File: src/hw/rtl/omp_pkg.sv
// ----------------------------------------------------------------------------
// omp_pkg
// Shared types, constants and helper functions for the opt-out marker
// payload checker.
// ----------------------------------------------------------------------------
package omp_pkg;

  // Default number of markers in one set
  localparam int unsigned MarkersDef = 8;

  // Fixed field widths
  localparam int unsigned ByteW   = 8;
  localparam int unsigned MaskW   = 8;
  localparam int unsigned NumW    = 3;
  localparam int unsigned LenW    = 3;
  localparam int unsigned InUserW = 3;
  localparam int unsigned OutDatW = 8;

  // Length saturates here; anything above four is neither two nor four
  localparam logic [LenW-1:0] LenSat = 3'd5;
  localparam logic [LenW-1:0] LenTwo = 3'd2;
  localparam logic [LenW-1:0] LenFour = 3'd4;

  // Character constants
  localparam logic [ByteW-1:0] ChPrintLo = 8'h20;
  localparam logic [ByteW-1:0] ChPrintHi = 8'h7E;
  localparam logic [ByteW-1:0] ChUpperA  = 8'h41;
  localparam logic [ByteW-1:0] ChUpperZ  = 8'h5A;
  localparam logic [ByteW-1:0] ChCaseOff = 8'h20;
  localparam logic [ByteW-1:0] ChZero    = 8'h30;
  localparam logic [ByteW-1:0] ChA       = 8'h61;
  localparam logic [ByteW-1:0] ChE       = 8'h65;
  localparam logic [ByteW-1:0] ChF       = 8'h66;
  localparam logic [ByteW-1:0] ChL       = 8'h6C;
  localparam logic [ByteW-1:0] ChN       = 8'h6E;
  localparam logic [ByteW-1:0] ChO       = 8'h6F;
  localparam logic [ByteW-1:0] ChS       = 8'h73;

  // Word recognizer for "0", "false" and "no"
  typedef enum logic [9:0] {
    WM_START = 10'b00_0000_0001,
    WM_ZERO  = 10'b00_0000_0010,
    WM_F     = 10'b00_0000_0100,
    WM_FA    = 10'b00_0000_1000,
    WM_FAL   = 10'b00_0001_0000,
    WM_FALS  = 10'b00_0010_0000,
    WM_FALSE = 10'b00_0100_0000,
    WM_N     = 10'b00_1000_0000,
    WM_NO    = 10'b01_0000_0000,
    WM_DEAD  = 10'b10_0000_0000
  } omp_wm_e;

  // One input transaction
  typedef struct packed {
    logic             present;
    logic             has_byte;
    logic [ByteW-1:0] data;
    logic             end_pay;
    logic             end_set;
  } omp_item_t;

  // One result transaction
  typedef struct packed {
    logic [NumW-1:0] number;
    logic            is_false;
    logic            excludes;
    logic            skip;
    logic            done;
  } omp_res_t;

  // Lower-case A..Z, pass everything else
  function automatic logic [ByteW-1:0] fold_case(input logic [ByteW-1:0] b);
    logic [ByteW-1:0] r;
    r = b;
    if (b >= ChUpperA && b <= ChUpperZ) begin
      r = b + ChCaseOff;
    end
    return r;
  endfunction

  // Advance the word recognizer by one folded character
  function automatic omp_wm_e next_word(input omp_wm_e s, input logic [ByteW-1:0] ch);
    omp_wm_e n;
    n = WM_DEAD;
    case (s)
      WM_START: begin
        if (ch == ChZero) n = WM_ZERO;
        else if (ch == ChF) n = WM_F;
        else if (ch == ChN) n = WM_N;
      end
      WM_F:    n = (ch == ChA) ? WM_FA    : WM_DEAD;
      WM_FA:   n = (ch == ChL) ? WM_FAL   : WM_DEAD;
      WM_FAL:  n = (ch == ChS) ? WM_FALS  : WM_DEAD;
      WM_FALS: n = (ch == ChE) ? WM_FALSE : WM_DEAD;
      WM_N:    n = (ch == ChO) ? WM_NO    : WM_DEAD;
      default: n = WM_DEAD;
    endcase
    return n;
  endfunction

endpackage

File: src/hw/rtl/omp_in_stage.sv
// ----------------------------------------------------------------------------
// omp_in_stage
// Input register: holds one accepted transaction until the evaluator takes it.
// ----------------------------------------------------------------------------
module omp_in_stage (
  input  logic               clk_i,
  input  logic               rst_ni,
  input  logic               valid_i,
  output logic               ready_o,
  input  omp_pkg::omp_item_t item_i,
  input  logic               take_i,
  output logic               valid_o,
  output omp_pkg::omp_item_t item_o
);
  import omp_pkg::*;

  logic      vld_q, vld_d;
  omp_item_t item_q;
  logic      load;

  // Room when empty or when the held item leaves this cycle
  assign ready_o = !vld_q || take_i;
  assign load    = valid_i && ready_o;

  always_comb begin
    vld_d = vld_q;
    if (load) begin
      vld_d = 1'b1;
    end else if (take_i) begin
      vld_d = 1'b0;
    end
  end

  always_ff @(posedge clk_i or negedge rst_ni) begin
    if (!rst_ni) begin
      vld_q <= 1'b0;
    end else begin
      vld_q <= vld_d;
    end
  end

  // Payload, no reset
  always_ff @(posedge clk_i) begin
    if (load) begin
      item_q <= item_i;
    end
  end

  assign valid_o = vld_q;
  assign item_o  = item_q;

endmodule

File: src/hw/rtl/omp_eval.sv
// ----------------------------------------------------------------------------
// omp_eval
// Payload state, rule mask and the per-item decision logic.
// ----------------------------------------------------------------------------
module omp_eval #(
  parameter int unsigned Markers = omp_pkg::MarkersDef
) (
  input  logic                       clk_i,
  input  logic                       rst_ni,
  input  logic                       cfg_we_i,
  input  logic [omp_pkg::MaskW-1:0]  cfg_wdata_i,
  input  logic                       item_vld_i,
  input  omp_pkg::omp_item_t         item_i,
  input  logic                       out_free_i,
  output logic                       take_o,
  output logic                       res_vld_o,
  output omp_pkg::omp_res_t          res_o
);
  import omp_pkg::*;

  localparam int unsigned CntW = (Markers > 1) ? $clog2(Markers) : 1;
  localparam logic [CntW-1:0] CntLast = CntW'(Markers - 1);

  logic [Markers-1:0] mask_q;
  logic               nz_q, nz_d;
  logic               unp_q, unp_d;
  omp_wm_e            wm_q, wm_d;
  logic [LenW-1:0]    len_q, len_d;
  logic [CntW-1:0]    cnt_q, cnt_d;
  logic               skip_q, skip_d;

  // Values after the current byte is absorbed
  logic               nz_b, unp_b;
  omp_wm_e            wm_b;
  logic [LenW-1:0]    len_b;
  logic               close, text_false, zero_false, is_false, excl, skip_nx;

  always_comb begin
    nz_b  = nz_q;
    unp_b = unp_q;
    wm_b  = wm_q;
    len_b = len_q;
    if (item_i.has_byte) begin
      if (len_q != LenSat) len_b = len_q + 1'b1;
      if (item_i.data != '0) begin
        nz_b = 1'b1;
        if (item_i.data < ChPrintLo || item_i.data > ChPrintHi) begin
          unp_b = 1'b1;
        end else begin
          wm_b = next_word(wm_q, fold_case(item_i.data));
        end
      end
    end
  end

  // Judge the closed payload
  assign close      = item_i.end_pay || item_i.end_set;
  assign text_false = nz_b && !unp_b &&
                      (wm_b == WM_ZERO || wm_b == WM_FALSE || wm_b == WM_NO);
  assign zero_false = !nz_b && (len_b == LenTwo || len_b == LenFour);
  assign is_false   = text_false || zero_false;
  assign excl       = item_i.present && (mask_q[cnt_q] || is_false);
  assign skip_nx    = skip_q || excl;

  // An item without a close needs no output slot
  assign take_o    = item_vld_i && (!close || out_free_i);
  assign res_vld_o = take_o && close;

  always_comb begin
    res_o          = '0;
    res_o.number   = NumW'(cnt_q);
    res_o.is_false = is_false;
    res_o.excludes = excl;
    res_o.skip     = skip_nx;
    res_o.done     = item_i.end_set;
  end

  // Next state
  always_comb begin
    nz_d   = nz_q;
    unp_d  = unp_q;
    wm_d   = wm_q;
    len_d  = len_q;
    cnt_d  = cnt_q;
    skip_d = skip_q;
    if (take_o) begin
      if (close) begin
        nz_d  = 1'b0;
        unp_d = 1'b0;
        wm_d  = WM_START;
        len_d = '0;
        if (item_i.end_set) begin
          cnt_d  = '0;
          skip_d = 1'b0;
        end else begin
          skip_d = skip_nx;
          if (cnt_q != CntLast) cnt_d = cnt_q + 1'b1;
        end
      end else begin
        nz_d  = nz_b;
        unp_d = unp_b;
        wm_d  = wm_b;
        len_d = len_b;
      end
    end
  end

  always_ff @(posedge clk_i or negedge rst_ni) begin
    if (!rst_ni) begin
      mask_q <= '0;
      nz_q   <= 1'b0;
      unp_q  <= 1'b0;
      wm_q   <= WM_START;
      len_q  <= '0;
      cnt_q  <= '0;
      skip_q <= 1'b0;
    end else begin
      if (cfg_we_i) mask_q <= cfg_wdata_i[Markers-1:0];
      nz_q   <= nz_d;
      unp_q  <= unp_d;
      wm_q   <= wm_d;
      len_q  <= len_d;
      cnt_q  <= cnt_d;
      skip_q <= skip_d;
    end
  end

endmodule

File: src/hw/rtl/omp_out_stage.sv
// ----------------------------------------------------------------------------
// omp_out_stage
// Result register toward the master-side stream.
// ----------------------------------------------------------------------------
module omp_out_stage (
  input  logic              clk_i,
  input  logic              rst_ni,
  input  logic              load_i,
  input  omp_pkg::omp_res_t res_i,
  output logic              free_o,
  output logic              valid_o,
  input  logic              ready_i,
  output omp_pkg::omp_res_t res_o
);
  import omp_pkg::*;

  logic     vld_q, vld_d;
  omp_res_t res_q;

  // Slot frees up in the same cycle the receiver takes it
  assign free_o = !vld_q || ready_i;

  always_comb begin
    vld_d = vld_q;
    if (load_i) begin
      vld_d = 1'b1;
    end else if (ready_i) begin
      vld_d = 1'b0;
    end
  end

  always_ff @(posedge clk_i or negedge rst_ni) begin
    if (!rst_ni) begin
      vld_q <= 1'b0;
    end else begin
      vld_q <= vld_d;
    end
  end

  always_ff @(posedge clk_i) begin
    if (load_i) begin
      res_q <= res_i;
    end
  end

  assign valid_o = vld_q;
  assign res_o   = res_q;

endmodule

File: src/hw/rtl/optout_marker_payload_checker_top.sv
// ----------------------------------------------------------------------------
// optout_marker_payload_checker_top
// Streams marker payload bytes and reports, per marker, whether it excludes
// a capture, with a running skip decision over the marker set.
// ----------------------------------------------------------------------------
// Usage:
//   Slave stream carries one payload byte per transaction. tlast closes the
//   current marker; tuser flags presence, byte validity and the last marker.
//   A closing transaction yields one result transaction on the master stream;
//   other transactions only update the payload state.
//   cfg_we_i writes the per-marker rule mask (1 = presence alone excludes).
// Path: a closing transaction is held in the input register and then judged
//   into the result register, which presents its result; a full result
//   register can keep it waiting in the input register.
// Throughput: one transaction per cycle while the slave side is not stalled;
//   the payload state is one small recognizer and a few flags, updated in a single pass each cycle.
// Stall: while the result register is full and tready is low, a held closing
//   transaction waits in the input register and tready on the slave side
//   drops; non-closing bytes keep moving until a closing one is held.
// Reset: clears the mask, payload state, marker counter and skip flag, and
//   empties both registers. No clearing pass is needed.
// ----------------------------------------------------------------------------
module optout_marker_payload_checker_top #(
  parameter int unsigned MARKERS = omp_pkg::MarkersDef
) (
  input  logic                          clk_i,
  input  logic                          rst_ni,
  // Configuration
  input  logic                          cfg_we_i,
  input  logic [omp_pkg::MaskW-1:0]     cfg_wdata_i,
  // Slave stream
  input  logic                          s_axis_tvalid_i,
  output logic                          s_axis_tready_o,
  // [7:0] payload_byte
  input  logic [omp_pkg::ByteW-1:0]     s_axis_tdata_i,
  // [0] marker_present, [1] has_byte, [2] end_of_markers
  input  logic [omp_pkg::InUserW-1:0]   s_axis_tuser_i,
  // end_of_payload
  input  logic                          s_axis_tlast_i,
  // Master stream
  output logic                          m_axis_tvalid_o,
  input  logic                          m_axis_tready_i,
  // [2:0] marker_number, [3] payload_is_false, [4] marker_excludes,
  // [5] skip_capture, [7:6] zero
  output logic [omp_pkg::OutDatW-1:0]   m_axis_tdata_o,
  // set_done
  output logic                          m_axis_tlast_o
);
  import omp_pkg::*;

  omp_item_t item_in, item_held;
  omp_res_t  res_nx, res_out;
  logic      in_vld, take, res_vld, out_free;

  // Unpack slave transaction
  always_comb begin
    item_in          = '0;
    item_in.present  = s_axis_tuser_i[0];
    item_in.has_byte = s_axis_tuser_i[1];
    item_in.end_set  = s_axis_tuser_i[2];
    item_in.data     = s_axis_tdata_i;
    item_in.end_pay  = s_axis_tlast_i;
  end

  omp_in_stage u_in (
    .clk_i   (clk_i),
    .rst_ni  (rst_ni),
    .valid_i (s_axis_tvalid_i),
    .ready_o (s_axis_tready_o),
    .item_i  (item_in),
    .take_i  (take),
    .valid_o (in_vld),
    .item_o  (item_held)
  );

  omp_eval #(
    .Markers (MARKERS)
  ) u_eval (
    .clk_i       (clk_i),
    .rst_ni      (rst_ni),
    .cfg_we_i    (cfg_we_i),
    .cfg_wdata_i (cfg_wdata_i),
    .item_vld_i  (in_vld),
    .item_i      (item_held),
    .out_free_i  (out_free),
    .take_o      (take),
    .res_vld_o   (res_vld),
    .res_o       (res_nx)
  );

  omp_out_stage u_out (
    .clk_i   (clk_i),
    .rst_ni  (rst_ni),
    .load_i  (res_vld),
    .res_i   (res_nx),
    .free_o  (out_free),
    .valid_o (m_axis_tvalid_o),
    .ready_i (m_axis_tready_i),
    .res_o   (res_out)
  );

  // Pack master transaction
  assign m_axis_tdata_o = {2'b00, res_out.skip, res_out.excludes,
                           res_out.is_false, res_out.number};
  assign m_axis_tlast_o = res_out.done;

  // Assertions
  a_num_range: assert property (@(posedge clk_i) disable iff (!rst_ni)
    m_axis_tvalid_o |-> (32'(m_axis_tdata_o[2:0]) <= MARKERS - 1))
    else $error("marker number beyond marker count");

  a_excl_skip: assert property (@(posedge clk_i) disable iff (!rst_ni)
    m_axis_tvalid_o && m_axis_tdata_o[4] |-> m_axis_tdata_o[5])
    else $error("excluding marker without skip");

  a_stall_held: assert property (@(posedge clk_i) disable iff (!rst_ni)
    !s_axis_tready_o |-> in_vld && !out_free)
    else $error("slave stalled without a blocked held item");

  a_result_load: assert property (@(posedge clk_i) disable iff (!rst_ni)
    res_vld |=> m_axis_tvalid_o)
    else $error("result lost on load");

endmodule
File: config.mk
export PLATFORM = sky130hd
export DESIGN_NAME = optout_marker_payload_checker_top
export DESIGN_NICKNAME = d
export VERILOG_FILES = /design/src/hw/rtl/omp_pkg.sv /design/src/hw/rtl/omp_in_stage.sv /design/src/hw/rtl/omp_eval.sv /design/src/hw/rtl/omp_out_stage.sv /design/src/hw/rtl/optout_marker_payload_checker_top.sv
export SDC_FILE = /design/constraint.sdc
export NUM_CORES = 1
export LEC_CHECK = 0
export BUFFER_PORTS_ARGS = -buffer_cell sky130_fd_sc_hd__buf_2
export CORE_MARGIN = 8
export CORE_UTILIZATION = 45
export CTS_BUF_LIST = sky130_fd_sc_hd__clkbuf_4
export DETAILED_ROUTE_END_ITERATION = 12
export PLACE_DENSITY_LB_ADDON = 0.3
export SETUP_SLACK_MARGIN = 0.1
export SLEW_MARGIN = 10
export SYNTH_ARGS = -nofsm -noshare
export SYNTH_HDL_FRONTEND = slang
export SYNTH_SLANG_ARGS = --single-unit
File: constraint.sdc
create_clock -name clk_i -period 3.85 [get_ports clk_i]
set_clock_uncertainty 0.2 [all_clocks]
set_input_delay 0.385 -clock clk_i [delete_from_list [all_inputs] [get_ports clk_i]]
set_output_delay 0.385 -clock clk_i [all_outputs]
set_load 0.02 [all_outputs]
Word-level counts from Yosys, hierarchy flattened
Cells that the tools add are included.
{"block": "op_classes", "add_sub_neg": 3, "order_cmp": 5, "eq_ne": 21, "n_mux": 36, "reduce_logical": 30}
{"op": "10-bit 2-to-1 mux", "count": 12}
{"op": "10-bit one-hot mux with 6 select lines", "count": 1}
{"op": "8-bit by 7-bit equality test with 1-bit output, second input constant", "count": 7}
{"op": "8-bit 2-to-1 mux", "count": 4}
{"op": "3-bit 2-to-1 mux", "count": 5}
{"op": "1-bit 2-to-1 mux", "count": 13}
{"op": "1-bit logical OR", "count": 11}
{"op": "10-bit by 1-bit equality test with 1-bit output, second input constant", "count": 1}
{"op": "10-bit by 2-bit equality test with 1-bit output, second input constant", "count": 1}
{"op": "10-bit by 3-bit equality test with 1-bit output, second input constant", "count": 1}
{"op": "10-bit by 4-bit equality test with 1-bit output, second input constant", "count": 1}
{"op": "10-bit by 5-bit equality test with 1-bit output, second input constant", "count": 1}
{"op": "10-bit by 6-bit equality test with 1-bit output, second input constant", "count": 1}
{"op": "10-bit by 7-bit equality test with 1-bit output, second input constant", "count": 1}
{"op": "10-bit by 8-bit equality test with 1-bit output, second input constant", "count": 1}
{"op": "10-bit by 9-bit equality test with 1-bit output, second input constant", "count": 1}
{"op": "8-bit by 6-bit adder with 8-bit output, second input constant", "count": 1}
{"op": "8-bit by 6-bit equality test with 1-bit output, second input constant", "count": 1}
{"op": "8-bit by 7-bit >= comparator with 1-bit output, second input constant", "count": 1}
{"op": "8-bit by 7-bit greater-than comparator with 1-bit output, second input constant", "count": 1}
{"op": "8-bit by 7-bit <= comparator with 1-bit output, second input constant", "count": 1}
{"op": "1-bit logical AND", "count": 8}
{"op": "8-bit by 6-bit less-than comparator with 1-bit output, second input constant", "count": 1}
{"op": "8-bit nonzero test", "count": 1}
{"op": "10 further kinds", "count": 18}
{"block": "word_totals", "regBits": 48, "in_bits": 25, "out_inout_bits": 11, "wordCells": 114}

Longest topological paths before layout
{"block": "depth", "depth_word": 23, "ltp_mapped": 11}

Hierarchy
From an unflattened synthesis, not the netlist that was laid out.
{"block": "hier_totals", "hier_cells": 278, "area_unflattened_um2": 2813.9}
{"module": "omp_eval", "n_inst": 1, "cells_per_inst": 249, "area_each_um2": 2123.3, "seq_area_each_um2": 676.9}
{"module": "omp_in_stage", "n_inst": 1, "cells_per_inst": 16, "area_each_um2": 414.1, "seq_area_each_um2": 385.4}
{"module": "omp_out_stage", "n_inst": 1, "cells_per_inst": 10, "area_each_um2": 257.7, "seq_area_each_um2": 235.2}
{"module": "optout_marker_payload_checker_top", "n_inst": 1, "cells_per_inst": 3, "area_each_um2": 18.8, "seq_area_each_um2": 0.0}

Least setup slack after synthesis
Ideal clock, no wire load.
{"block": "synth_timing", "kind": "flip-flop to flip-flop", "start": "reg u_in.item_q, in the netlist u_in.item_o[8]", "end": "reg u_out.res_q, in the netlist u_out.res_o[1], data pin", "setup_time_ps": 259, "arrival_time_ps": 2605, "t_required_ps": 3391, "setup_slack_ps": 786, "path_stages_with_launch": 11, "period_less_slack_ps": 3064, "cell_sequence": "edfxtp_1 ha_1 or2_1 a31oi_2 and4bb_1 o221ai_1 o32ai_2 and4bb_1 a21o_1 and2_4 or2_1"}
{"element": "start, declared", "line_no": "omp_in_stage.sv:18", "text": "omp_item_t item_q;"}
{"element": "start signal, assigned", "line_no": "omp_in_stage.sv:45", "text": "item_q <= item_i;"}
{"element": "end signal, assigned", "line_no": "omp_out_stage.sv:42", "text": "res_q <= res_i;"}
{"element": "end, declared", "line_no": "omp_out_stage.sv:18", "text": "omp_res_t res_q;"}

==> results.yml <==
status:
  outcome: "complete, no violations"
timing:
  period_share_pct: 86.5
  hold_viol: 0
  rsz0062_at_grt: "false"
  worstMarginPinSlew_ns: 0.684
  timing.hold.ws_ns: 0.0388
  fin_tns_setup_ns: 0
  relSlewSlack_pct: 54.4
  setup_viol: 0
  post-route-min-period_ns: 3.33
  fmax_mhz: 300
  drv_slew: 0
worst_setup_path:
  end_kind: "flip-flop"
  critPathSlowestCell: "edfxtp_1"
  crit_path_cell_trace: "ha_1 > or2_1 > a31oi_2 > and4bb_1 > o221ai_1 > o32ai_2 > and4bb_1 > a21o_1 > and2_4 > or2_1"
  cpPeakStageDelay_ns: 0.57
  required_ns: 3.80
  cp-start-kind: "flip-flop"
  crit_fanout: 11
  cp.arrival_ns: 3.28
  cp_num_buf_inv: 0
  critPathKind: "flip-flop to flip-flop"
  crit_family: "simple AND/OR/NAND/NOR gates"
yosys:
  ys_seq_elements: 48
  syn_area_um2: 2580
  avgSynthCellArea_um2: 10.6
  synthArstFlopShare_pct: 60.4
  synth_seq_area_share_pct: 50.3
  yosysUniqueCellTypes: 58
  netlist_instances: 243
  synth_edf_count: 19
  yosys_most_used_dff: "dfrtp_1"
  ys.warnings.count: 0
floorplanning:
  initial_core_util_pct: 46.8
  die_x_um: 91.7
  rows: 27
  dieArea_um2: 8410
  core_area_um2: 5510
  die_h_um: 91.7
  io_pins: 36
finish:
  final_area_um2: 2980
  layout.nets: 319
  insertedDiodeCount: 0
  area.growth.synth_to_final_pct: 15.6
  post-route-util_pct: 54.1
  layout-drive-gt1-share_pct: 20.7
power_and_ir_drop:
  power.density_nw_per_um2: 372
  power.switching_mw: 0.339
  vdd_drop_max_mv: 0.271
  internal-power_mw: 0.768
  p_leak_nw: 1.21
  finalPower_mw: 1.11
  power_frac_clock_pct: 21.5
  p_comb_share_pct: 20.6
  swShare_pct: 30.6
  seqPwrFrac_pct: 57.9
route:
  drt-vias-per-instance: 5.63
  detail_route.iter0.violations: 177
  avgRoutedWirePerCell_um: 15.9
  num_vias: 2038
  first_pass_iters: 4
  drt_wl_total_um: 5750
  drc: 0
  postRouteAntennaNets: 0
placement:
  io_buffers: 33
  placed_cell_area_um2: 2790
  dpl.hpwl_um: 4250
  place_congestion: 0.889
global_route:
  grt_pass1_vias: 2079
  grt_pass1_wl_um: 9930
  antenna_found_initial: 0
  grt_util_all_layers_pct: 14.4
  grt_max_degree: 30
  overflow: 0
clocking:
  clk_path_buf_depth: 2
  cts_resized: 0
  clock_latency_ns: 0.37
  htreeDepth: 2
  post-cts-setup-buffers: 0
  cts_made_buffers: 5
  root_buffer: "clkbuf_4"
  clock_sinks: 48
  cts_tree: "built"
  cts_hold_buf: 14
  path_clk_slew_ns: 0.15
hold_path:
  hp-class: "input pin to flip-flop"
run:
  drv_cap: 0
## power by group through the flow
| stage | logic [mW] | registers (mW) | clock network [mW] |
|---|---|---|---|
| 6_report | 0.228 | 0.641 | 0.239 |
| 4_1_cts | 0.230 | 0.641 | 0.250 |
| 3_5_place_dp | 0.218 | 0.651 | 0 |
| 3_3_place_gp | 0.215 | 0.649 | 0 |
| 2_1_floorplan | 0.149 | 0.651 | 0 |
| 5_1_grt | 0.256 | 0.650 | 0.269 |
## logic make-up (layout without fill, tap and decap cells)
family                   after synthesis  count (layout)  synth area share [%]
AND/OR/NAND/NOR                      102             102                  21.1
AO/OA/AOI/OAI                         57              57                  15.9
flip-flops                            48              48                  50.3
buffers and inverters                 14              60                  2.72
multiplexers                          12              12                  6.02
adder cells (fa/ha/maj)                5               5                  2.43
XOR/XNOR                               4               4                  1.36
other                                  1               2                 0.145
## sequential cells by signal, indices dropped and copies added (netlist names)
name           cells
u_eval.cnt_q       3
u_eval.wm_q       10
u_eval.unp_q       1
u_in.valid_o       1
u_in.item_o       12
u_eval.nz_q        1
u_out.res_o        7
u_eval.skip_q      1
u_eval.mask_q      8
u_out.valid_o      1
u_eval.len_q       3
## metrics by stage
stage | cells | setup WS, ns
finish | 362 | 0.520
global route | 362 | 0.349
CTS | 362 | 0.527
detailed placement | 340 | 0.538
global placement | 340 | 0.612
floorplan | 244 | 0.786
## cell usage in the layout (no fill, tap or decap), types with 3 or more instances in the layout
master / count
buf_2: 33
inv_1: 5
ha_1: 5
edfxtp_1: 19
a21oi_1: 8
and4bb_1: 3
nor4_1: 3
nand2_1: 27
nor4b_1: 3
nand2b_1: 4
o21ai_0: 16
o2111ai_1: 4
a31oi_1: 3
a22oi_1: 3
and2_1: 4
dfrtp_1: 28
nor2_1: 22
clkbuf_4: 5
dlygate4sd3_1: 14
nor3_1: 8
mux2_2: 8
nor2b_1: 6
nand3_1: 7
## worst reg2reg max path, cell delays in order (launching register included)
cell and delay [ns]:
edfxtp_1 0.57, ha_1 0.38, or2_1 0.22, a31oi_2 0.38, and4bb_1 0.25, o221ai_1 0.23
o32ai_2 0.13, and4bb_1 0.22, a21o_1 0.19, and2_4 0.15, or2_1 0.20
## final timing paths
check,cells after the start,slack [ns],endpoint,startpoint
hold / removal,2,0.04,u_eval.mask_q[2],cfg_wdata_i[2]
min in group asynchronous,2,0.36,u_eval.cnt_q[1],rst_ni
hold reg to reg,2,0.33,u_eval.unp_q,u_eval.unp_q
setup / recovery,10,0.52,u_out.res_o[1],u_in.item_o[7]
setup reg to reg,10,0.52,u_out.res_o[1],u_in.item_o[7]
max in group asynchronous,2,2.64,u_eval.len_q[0],rst_ni
## area by class of cell
type / instances / area, µm²
Fill cell: 493 / 2530
Sequential cell: 48 / 1300
Multi-Input combinational cell: 182 / 1210
Timing Repair Buffer: 47 / 305
Tap cell: 72 / 90.1
Clock buffer: 5 / 37.5
Inverter: 5 / 18.8
Clock inverter: 3 / 17.5
## synthesized netlist by cell type, types with 3 or more instances
library cell   n  area share, %
nand2_1       27            3.9
a21oi_1        8            1.6
nor2_1        22            3.2
edfxtp_1      19             22
nand3_1        7            1.4
clkbuf_1       4           0.58
mux2_2         8            3.5
and4bb_1       3            1.5
nor3_1         8            1.6
nand2b_1       4           0.97
nor2b_1        6            1.5
o21ai_0       16            3.1
inv_1          5           0.73
and2_1         4           0.97
nor4_1         3           0.73
nor4b_1        3            1.0
dfrtp_1       28             27
o2111ai_1      4            1.4
a22oi_1        3           0.87
a31oi_1        3           0.73
ha_1           5            2.4
## layer usage
metal | track usage (%) | vias to the layer above | share of wire (%)
met5 | 0 | - | 0
li1 | - | 995 | -
met1 | 18.2 | 974 | 46
met2 | 23.3 | 53 | 47
met3 | 2.61 | 16 | 3.9
met4 | 6.82 | 0 | 2.7
No activity file was read; power rests on OpenSTA's default activity.
